<file path="config.mk">
export PLATFORM = sky130hd
export DESIGN_NAME = lazy_clear_bitset_scan_core
export DESIGN_NICKNAME = d
export VERILOG_FILES = /design/src/design/lcbs_pkg.sv /design/src/design/lazy_clear_bitset_scan_core.sv
export SDC_FILE = /design/constraint.sdc
export NUM_CORES = 2
export LEC_CHECK = 0
export BUFFER_PORTS_ARGS = -buffer_cell sky130_fd_sc_hd__clkbuf_2
export CORE_UTILIZATION = 39
export DETAILED_ROUTE_END_ITERATION = 10
export GPL_TIMING_DRIVEN = 0
export PLACE_DENSITY = 0.49
export SLEW_MARGIN = 10
export SYNTH_ARGS = -nofsm -noshare
export SYNTH_HDL_FRONTEND = slang
export SYNTH_SLANG_ARGS = --single-unit
</file>
<file path="constraint.sdc">
create_clock -name clk -period 8.1 [get_ports clk]
set_clock_uncertainty 0.1 [all_clocks]
set_input_delay 0 -clock clk [delete_from_list [all_inputs] [get_ports clk]]
set_output_delay 0 -clock clk [all_outputs]
set_load 0.005 [all_outputs]
</file>
<file path="src/design/lcbs_pkg.sv">
// ----------------------------------------------------------------------------
// lcbs_pkg
// Shared sizes, opcodes and bit-search helpers for the lazy-clear bitset core.
// ----------------------------------------------------------------------------
package lcbs_pkg;

    localparam int WORD_BITS       = 64;
    localparam int WORDS_PER_BLOCK = 4;
    localparam int MAX_BLOCKS      = 4;
    localparam int BLOCK_BITS      = WORD_BITS * WORDS_PER_BLOCK;

    localparam int IDX_W   = 10;
    localparam int BIT_W   = $clog2(WORD_BITS);
    localparam int WSEL_W  = $clog2(WORDS_PER_BLOCK);
    localparam int OFF_W   = BIT_W + WSEL_W;
    localparam int BLK_W   = IDX_W - OFF_W;
    localparam int PTR_W   = BLK_W + 1;
    localparam int CNT_W   = $clog2(WORDS_PER_BLOCK + 1);
    localparam int BIU_W   = 3;
    localparam int FUNC_W  = 2;
    localparam int TDATA_W = 16;

    localparam logic [FUNC_W-1:0] FUNC_FLIP  = 2'd0;
    localparam logic [FUNC_W-1:0] FUNC_CLEAR = 2'd1;
    localparam logic [FUNC_W-1:0] FUNC_FIND  = 2'd2;
    localparam logic [FUNC_W-1:0] FUNC_NONE  = 2'd3;

    // {nonzero, lowest set bit}
    function automatic logic [BIT_W:0] word_low(input logic [WORD_BITS-1:0] v);
        logic [BIT_W:0] r;
        r = '0;
        for (int i = WORD_BITS - 1; i >= 0; i--) begin
            if (v[i])
            begin
                r = {1'b1, BIT_W'(i)};
            end
        end
        return r;
    endfunction

    // {nonzero, word select, bit} of the lowest set bit in one block
    function automatic logic [OFF_W:0] block_low(input logic [BLOCK_BITS-1:0] v);
        logic [BIT_W:0] w_r;
        logic [OFF_W:0] r;
        r = '0;
        for (int w = WORDS_PER_BLOCK - 1; w >= 0; w--) begin
            w_r = word_low(v[w*WORD_BITS +: WORD_BITS]);
            if (w_r[BIT_W])
            begin
                r = {1'b1, WSEL_W'(w), w_r[BIT_W-1:0]};
            end
        end
        return r;
    endfunction

endpackage

</file>
<file path="src/design/lazy_clear_bitset_scan_core.sv">
// ----------------------------------------------------------------------------
// lazy_clear_bitset_scan_core
// Block-organized membership bitmap with lazy clear and find-next-set scan.
// ----------------------------------------------------------------------------
//
//  channel   dir  handshake            contents (low bit first)
//  s_*       in   s_tvalid/s_tready    tdata: func[1:0], index[11:2], 0[15:12]
//  m_*       out  m_tvalid/m_tready    tdata: found[0], position[10:1],
//                                             status[11], 0[15:12]
//  cfg_*     in   cfg_we               cfg_wdata: blocks_in_use[2:0]
//
//  Clear, unused func and range errors go straight to the result; a flip
//  reads the row, modifies one word and writes it back. A find walks the
//  blocks from the start block: a stale or empty block is skipped without a
//  row read, a scanned block is read and checked, and the scan ends past the
//  last block in use. The row memory has a single read port.
//  One item is in work at a time; s_tready is high again once its result is
//  loaded into the output register, so the next transfer overlaps a stalled
//  result. Reset (async, rst_n low) marks every block stale, which reads as
//  empty, so the row memory needs no clearing pass.
//
module lazy_clear_bitset_scan_core
    import lcbs_pkg::*;
(
    input  logic               clk,
    input  logic               rst_n,
    input  logic               s_tvalid,
    output logic               s_tready,
    input  logic [TDATA_W-1:0] s_tdata,   // func[1:0], index[11:2]
    output logic               m_tvalid,
    input  logic               m_tready,
    output logic [TDATA_W-1:0] m_tdata,   // found[0], position[10:1], status[11]
    input  logic               cfg_we,
    input  logic [BIU_W-1:0]   cfg_wdata  // blocks_in_use
);

    localparam logic [2:0] ST_IDLE  = 3'd0;
    localparam logic [2:0] ST_FLIP  = 3'd1;
    localparam logic [2:0] ST_SCAN  = 3'd2;
    localparam logic [2:0] ST_CHECK = 3'd3;
    localparam logic [2:0] ST_RESP  = 3'd4;

    localparam logic [CNT_W-1:0] CNT_FULL = CNT_W'(WORDS_PER_BLOCK);
    localparam logic [BIU_W-1:0] BLK_MAX  = BIU_W'(MAX_BLOCKS);

    // control state
    logic [2:0]            state_reg, state_next;
    logic [MAX_BLOCKS-1:0] stale_reg, stale_next;     // lazy-clear marks
    logic [CNT_W-1:0]      cnt_reg  [MAX_BLOCKS];     // empty words per block
    logic [CNT_W-1:0]      cnt_next [MAX_BLOCKS];
    logic [BIU_W-1:0]      biu_reg, biu_next;
    logic                  m_tvalid_reg, m_tvalid_next;

    // payload
    logic [BLK_W-1:0]      op_blk_reg, op_blk_next;
    logic [OFF_W-1:0]      op_off_reg, op_off_next;
    logic [PTR_W-1:0]      ptr_reg, ptr_next;
    logic                  first_reg, first_next;
    logic                  res_found_reg, res_found_next;
    logic [IDX_W-1:0]      res_pos_reg, res_pos_next;
    logic                  res_status_reg, res_status_next;
    logic [TDATA_W-1:0]    m_tdata_reg, m_tdata_next;

    // row memory: one row per block, read data registered
    logic [BLOCK_BITS-1:0] mem [MAX_BLOCKS];
    logic [BLOCK_BITS-1:0] rdata_reg;
    logic [BLK_W-1:0]      rd_addr;
    logic                  mem_we;
    logic [BLOCK_BITS-1:0] new_row;

    // decode
    logic [FUNC_W-1:0]     in_func;
    logic [IDX_W-1:0]      in_idx;
    logic [BLK_W-1:0]      in_blk;
    logic [BIU_W-1:0]      nblk;
    logic                  in_range;
    logic                  accept;
    logic                  out_free;

    // flip datapath
    logic                  op_stale;
    logic [BLOCK_BITS-1:0] base_row;
    logic [WSEL_W-1:0]     wsel;
    logic [WORD_BITS-1:0]  old_word;
    logic [WORD_BITS-1:0]  new_word;
    logic [CNT_W-1:0]      base_cnt;
    logic [CNT_W-1:0]      new_cnt;

    // scan datapath
    logic [BLK_W-1:0]      ptr_blk;
    logic                  ptr_live;
    logic                  ptr_skip;
    logic [BLOCK_BITS-1:0] masked;
    logic [OFF_W:0]        low;

    assign in_func  = s_tdata[FUNC_W-1:0];
    assign in_idx   = s_tdata[FUNC_W +: IDX_W];
    assign in_blk   = in_idx[IDX_W-1 -: BLK_W];
    assign nblk     = (biu_reg > BLK_MAX) ? BLK_MAX : biu_reg;
    assign in_range = BIU_W'(in_blk) < nblk;

    assign s_tready = (state_reg == ST_IDLE);
    assign accept   = s_tvalid && s_tready;
    assign out_free = !m_tvalid_reg || m_tready;
    assign m_tvalid = m_tvalid_reg;
    assign m_tdata  = m_tdata_reg;

    // read-modify-write of one word for a flip; a stale row counts as zero
    assign op_stale = stale_reg[op_blk_reg];
    assign base_row = op_stale ? '0 : rdata_reg;
    assign wsel     = op_off_reg[OFF_W-1:BIT_W];
    assign old_word = base_row[wsel*WORD_BITS +: WORD_BITS];
    assign new_word = old_word ^ (WORD_BITS'(1) << op_off_reg[BIT_W-1:0]);
    assign base_cnt = op_stale ? CNT_FULL : cnt_reg[op_blk_reg];

    always_comb
    begin
        new_row = base_row;
        new_row[wsel*WORD_BITS +: WORD_BITS] = new_word;
    end

    always_comb
    begin
        if (old_word == '0)
        begin
            new_cnt = base_cnt - CNT_W'(1);
        end
        else if (new_word == '0)
        begin
            new_cnt = base_cnt + CNT_W'(1);
        end
        else
        begin
            new_cnt = base_cnt;
        end
    end

    // scan: a block is skipped without a read when stale or all words empty
    assign ptr_blk  = ptr_reg[BLK_W-1:0];
    assign ptr_live = BIU_W'(ptr_reg) < nblk;
    assign ptr_skip = stale_reg[ptr_blk] || (cnt_reg[ptr_blk] == CNT_FULL);

    // first block of a find ignores bits below the start offset
    always_comb
    begin
        for (int i = 0; i < BLOCK_BITS; i++) begin
            masked[i] = rdata_reg[i] && (!first_reg || (OFF_W'(i) >= op_off_reg));
        end
    end

    assign low = block_low(masked);

    assign rd_addr = (state_reg == ST_IDLE) ? in_blk : ptr_blk;
    assign mem_we  = (state_reg == ST_FLIP);

    always_ff @(posedge clk)
    begin
        if (mem_we)
        begin
            mem[op_blk_reg] <= new_row;
        end
        rdata_reg <= mem[rd_addr];
    end

    // next-state logic
    always_comb
    begin
        state_next      = state_reg;
        stale_next      = stale_reg;
        cnt_next        = cnt_reg;
        biu_next        = biu_reg;
        op_blk_next     = op_blk_reg;
        op_off_next     = op_off_reg;
        ptr_next        = ptr_reg;
        first_next      = first_reg;
        res_found_next  = res_found_reg;
        res_pos_next    = res_pos_reg;
        res_status_next = res_status_reg;
        m_tvalid_next   = m_tvalid_reg && !m_tready;
        m_tdata_next    = m_tdata_reg;

        if (cfg_we)
        begin
            biu_next = cfg_wdata;
        end

        case (state_reg)
            ST_IDLE:
            begin
                if (accept)
                begin
                    op_blk_next     = in_blk;
                    op_off_next     = in_idx[OFF_W-1:0];
                    ptr_next        = PTR_W'(in_blk);
                    first_next      = 1'b1;
                    res_found_next  = 1'b0;
                    res_pos_next    = '0;
                    res_status_next = 1'b0;
                    state_next      = ST_RESP;
                    case (in_func)
                        FUNC_CLEAR:
                        begin
                            stale_next = '1;
                        end
                        FUNC_FLIP:
                        begin
                            if (in_range)
                            begin
                                state_next = ST_FLIP;
                            end
                            else
                            begin
                                res_status_next = 1'b1;
                            end
                        end
                        FUNC_FIND:
                        begin
                            if (in_range)
                            begin
                                state_next = ST_SCAN;
                            end
                            else
                            begin
                                res_status_next = 1'b1;
                            end
                        end
                        default:
                        begin
                            // unused code: plain zero result
                        end
                    endcase
                end
            end
            ST_FLIP:
            begin
                stale_next[op_blk_reg] = 1'b0;
                cnt_next[op_blk_reg]   = new_cnt;
                state_next             = ST_RESP;
            end
            ST_SCAN:
            begin
                if (!ptr_live)
                begin
                    state_next = ST_RESP;
                end
                else if (ptr_skip)
                begin
                    ptr_next   = ptr_reg + PTR_W'(1);
                    first_next = 1'b0;
                end
                else
                begin
                    state_next = ST_CHECK;
                end
            end
            ST_CHECK:
            begin
                if (low[OFF_W])
                begin
                    res_found_next = 1'b1;
                    res_pos_next   = {ptr_blk, low[OFF_W-1:0]};
                    state_next     = ST_RESP;
                end
                else
                begin
                    ptr_next   = ptr_reg + PTR_W'(1);
                    first_next = 1'b0;
                    state_next = ST_SCAN;
                end
            end
            ST_RESP:
            begin
                if (out_free)
                begin
                    m_tvalid_next = 1'b1;
                    m_tdata_next  = {{(TDATA_W - IDX_W - 2){1'b0}},
                                     res_status_reg, res_pos_reg, res_found_reg};
                    state_next    = ST_IDLE;
                end
            end
            default:
            begin
                state_next = ST_IDLE;
            end
        endcase
    end

    always_ff @(posedge clk or negedge rst_n)
    begin
        if (!rst_n)
        begin
            state_reg    <= ST_IDLE;
            stale_reg    <= '1;
            biu_reg      <= BIU_W'(4);
            m_tvalid_reg <= 1'b0;
            for (int b = 0; b < MAX_BLOCKS; b++) begin
                cnt_reg[b] <= CNT_FULL;
            end
        end
        else
        begin
            state_reg    <= state_next;
            stale_reg    <= stale_next;
            biu_reg      <= biu_next;
            m_tvalid_reg <= m_tvalid_next;
            cnt_reg      <= cnt_next;
        end
    end

    always_ff @(posedge clk)
    begin
        op_blk_reg     <= op_blk_next;
        op_off_reg     <= op_off_next;
        ptr_reg        <= ptr_next;
        first_reg      <= first_next;
        res_found_reg  <= res_found_next;
        res_pos_reg    <= res_pos_next;
        res_status_reg <= res_status_next;
        m_tdata_reg    <= m_tdata_next;
    end

    // a scanned row is always a live, in-range block
    a_check_live: assert property (@(posedge clk) disable iff (!rst_n)
        state_reg == ST_CHECK |-> !stale_reg[ptr_blk] && ptr_live)
        else $error("scan read a stale or out-of-range block");

    // a flip always leaves its block unmarked
    a_flip_unmarks: assert property (@(posedge clk) disable iff (!rst_n)
        state_reg == ST_FLIP |=> !stale_reg[$past(op_blk_reg)])
        else $error("flipped block still marked stale");

    // a finished result waits while the output register is held
    a_resp_holds: assert property (@(posedge clk) disable iff (!rst_n)
        state_reg == ST_RESP && m_tvalid_reg && !m_tready |=> state_reg == ST_RESP)
        else $error("result dropped while output stalled");

    // empty-word count never exceeds the words in a block
    a_cnt_bound: assert property (@(posedge clk) disable iff (!rst_n)
        state_reg == ST_FLIP && !op_stale |-> base_cnt <= CNT_FULL)
        else $error("empty word count out of range");

endmodule

</file>
==> metrics.log <==
[metrics] All-Layer GR Usage: 36.73%
[metrics] initial antenna violation count: 18
[metrics] Port-buffer cells: 33
[metrics] Total Nets Final: 4187
[metrics] element type at the critical path end: flop
[metrics] status: finished with violations
[metrics] gp weighted congestion: 1.154
[metrics] drt total wl: 281500 um
[metrics] R2R depth: 14
[metrics] cell types with the largest area share after synthesis: sky130_fd_sc_hd__edfxtp_1 (54%), sky130_fd_sc_hd__mux4_2 (12%), sky130_fd_sc_hd__dfxtp_1 (8.7%), sky130_fd_sc_hd__a22o_1 (3.9%), sky130_fd_sc_hd__o21ai_0 (1.7%)
[metrics] worst hold path class: in -> reg
[metrics] Max-Slew Margin vs Limit: -1.290%
[metrics] Post-Synthesis Mean Instance Area: 15.19 um2
[metrics] cell count after placement: 5976
[metrics] warning count from the yosys run: 0
[metrics] drc violations: 0
[metrics] overall die width: 390.9 um
[metrics] area used by multi-input combinational logic: 20160 um2
[metrics] Inserted Clock Buffers: 141
[metrics] number of DRC violations after detailed-routing iteration 0: 6267
[metrics] # rows: 142
[metrics] I/O pin count: 42
[metrics] Slew @ Worst Pin: 1.498 ns
[metrics] maximum vdd ir drop: 208.7 uV
[metrics] CP max stage cell: sky130_fd_sc_hd__nor4_2
[metrics] Cell Pwr Density: 394.3 nW/um2
[metrics] sum of overflow across all layers after global routing: 0
[metrics] cell count after synthesis: 3884
[metrics] maximum number of pins on one net before global-route repair: 89
[metrics] number of iterations in the first detailed-routing pass: 6
[metrics] launch point of the worst path: op_off_reg[6]
[metrics] cell area reported after detailed placement: 62680 um2
[metrics] most used cell, CP: sky130_fd_sc_hd__buf_2
[metrics] cell area after layout: 68060 um2
[metrics] clk sink count: 1341
[metrics] critical path capture point: res_pos_reg[2]
[metrics] critical-path cell list: buf_2 > buf_2 > clkbuf_4 > inv_1 > ha_1 > nand2b_1 > buf_1 > o311ai_1 > nand4_1 > nor4_2 > nand4_2 > nand2b_4 > nor4b_1 > or4_1
[metrics] detail-routed net length per standard cell: 44.74 um
[metrics] max reg flops: 1024
[metrics] FF+latch area: 37600 um2
[metrics] flops & latches, synth: 1341
[metrics] signal arrival time at the worst endpoint: 8.59 ns
[metrics] number of maximum-capacitance violations: 2
[metrics] Post-Layout Cell Count: 6293
[metrics] count of pins over their slew limit: 2
[metrics] Hold Path Stages: 6
[metrics] clock latency on the worst-skew pair: 0.78 ns
[metrics] core region area: 150000 um2
[metrics] violations in the final reports: max-capacitance violations, max-slew violations
[metrics] number of inserted filler cells in the final layout: 13360
[metrics] period utilization: 99.89%
[metrics] leakage power of the design: 22.83 nW
[metrics] endpoints failing setup: 0
[metrics] worst r2r src: op_off_reg[6]
[metrics] number of enable flip-flop cells after synthesis: 1062
[metrics] DIE AREA: 152800 um2
[metrics] fraction of synthesized cell area taken by the top area cell type: 54.06%
[metrics] Post-synth top flop: sky130_fd_sc_hd__edfxtp_1
[metrics] least setup slack across all paths after layout: 0.008956 ns
[metrics] minimum period implied by the final worst setup slack: 8.091 ns
[metrics] Synth top cells by count: sky130_fd_sc_hd__edfxtp_1 (1062), sky130_fd_sc_hd__mux4_2 (324), sky130_fd_sc_hd__nand2_1 (261)
[metrics] dominant cell type by area after synthesis: sky130_fd_sc_hd__edfxtp_1
[metrics] worst stage delay on the critical path: 1.17 ns
[metrics] fraction of final layout cells with drive strength greater than 1: 21.31%
[metrics] via count: 41920
[metrics] final hold violation count: 0
[metrics] CTS tree: done
[metrics] Achievable Freq: 123.6 MHz
[metrics] Max clock buf depth: 3
[metrics] number of distinct standard cells referenced by the synthesized netlist: 122
[metrics] Die Y: 390.9 um
[metrics] proportion of register bits with asynchronous set or reset after synthesis: 1.715%
[metrics] post-DR vias/cell: 6.661
[metrics] clock tree root driver cell: sky130_fd_sc_hd__clkbuf_16
[metrics] dpl hpwl: 207900 um
[metrics] unrepaired setup endpoints after global routing: no
[metrics] starting density of the core: 39.34%
[metrics] placement-stage worst setup slack: -0.3506 ns
[metrics] global-route wire length before repair: 370600 um
[metrics] worst reg2reg setup slack: 0.009 ns
[metrics] destination of the worst register-to-register timing path: res_pos_reg[2]
[metrics] # H-tree levels: 4
[metrics] type of element launching the critical path: flop
[metrics] Crit Path Category: reg -> reg
[metrics] endpoint required time on the critical path: 8.60 ns
[metrics] Post-DRT Antenna Nets: 0
[metrics] clock slew at the register clock pins of the worst setup and hold paths: 0.06 ns
[metrics] sequential area share after synthesis: 63.75%
[metrics] post-synthesis instance area: 58990 um2
[metrics] vias in the first global route: 39750
[metrics] Critical Path Fanout Max: 10
[metrics] most frequently used cell type in the post-synthesis netlist: sky130_fd_sc_hd__edfxtp_1
[metrics] relative area change from synthesis to final layout: 15.38%
[logic make-up after synthesis]
group / synth area share, %
fa+ha+maj: 0.2758
compound gates: 11.30
flops: 63.75
other cells: 0.006357
buf+inv: 2.632
mux: 12.63
simple gates: 8.417
xor+xnor: 0.9948
[layout by cell type (no fill, tap or decap), drive strengths merged, types with 13 or more instances in the layout]
cell	n
o211ai	51
edfxtp	1062
o31ai	27
dlygate4sd3	42
buf	180
nor4	63
nor3	49
dfxtp	256
clkinv	46
a31oi	28
a21oi	64
nand2b	34
o221ai	17
a21o	17
and3	31
ha	13
nor2b	29
o21ai	218
o22ai	18
dfrtp	14
a22o	260
nand3b	24
xor2	31
a211oi	20
a22oi	24
nor2	164
inv	65
nand3	72
and2	26
nor4b	14
a21boi	22
nand4	58
o2111ai	14
clkbuf	344
xnor2	36
or3	13
bufinv	13
nand2	266
mux4	324
[per-stage QoR]
step | power (mW) | util (%) | hold slack (ns) | TNS [ns]
floorplan | 14.42 | - | -0.3956 | 0
global placement | 19.62 | 41.14 | -0.05307 | -3679.70
detailed placement | 19.69 | 41.80 | -0.05624 | -4.711
CTS | 26.35 | 45.27 | 0.1136 | 0
global route | 27.20 | 45.37 | 0.2036 | 0
finish | 26.83 | 45.39 | 0.1526 | 0
[power breakdown]
part           internal, mW  leakage [nW]  switching, mW  total (mW)
clock network          3.84          2.32           2.76        6.60
logic                  3.06          8.25           6.57        9.62
registers              8.71          12.3           1.91        10.6
total                  15.6          22.8           11.2        26.8
[metal layers]
metal	vias up	global-route usage [%]	wire length [um]
met3	792	12.32	29690
li1	16320	-	-
met2	2663	52.11	117100
met5	-	0	43
met1	22130	47.61	111600
met4	6	24.61	23140
[critical path, delay by kind of cell, from the launching register on]
family	cells	cell delay, ns
simple gates	7	3.84
buf+inv	5	2.09
flops	1	0.73
fa+ha+maj	1	0.38
compound gates	1	0.74
[layout make-up]
type / count / area share (%)
buffer: 255 / 2.043
sequential: 1341 / 55.25
inverter: 55 / 0.3475
tap: 2016 / 3.706
multi-input combinational: 2236 / 29.62
antenna: 7 / 0.02574
clock buffer: 191 / 5.716
timing repair buffer: 120 / 1.980
clock inverter: 72 / 1.313
[timing repair]
item,4_1_cts,5_1_grt
pin swaps,0,1
setup buffers,0,1
hold endpoints to repair,77,0
resized for setup,2,4
endpoints found under the setup margin,15,15
hold buffers,42,0
[worst min path at each step]
stage	startpoint	slack, ns	to
floorplan	rst_n	-0.40	biu_reg[0]
global placement	rst_n	-0.05	biu_reg[1]
detailed placement	rst_n	-0.06	state_reg[0]
finish	s_tdata[0]	0.15	state_reg[1]
global route	s_tdata[0]	0.20	state_reg[1]
CTS	s_tdata[0]	0.11	state_reg[1]
Note: power is estimated with default switching activity, not from simulation.
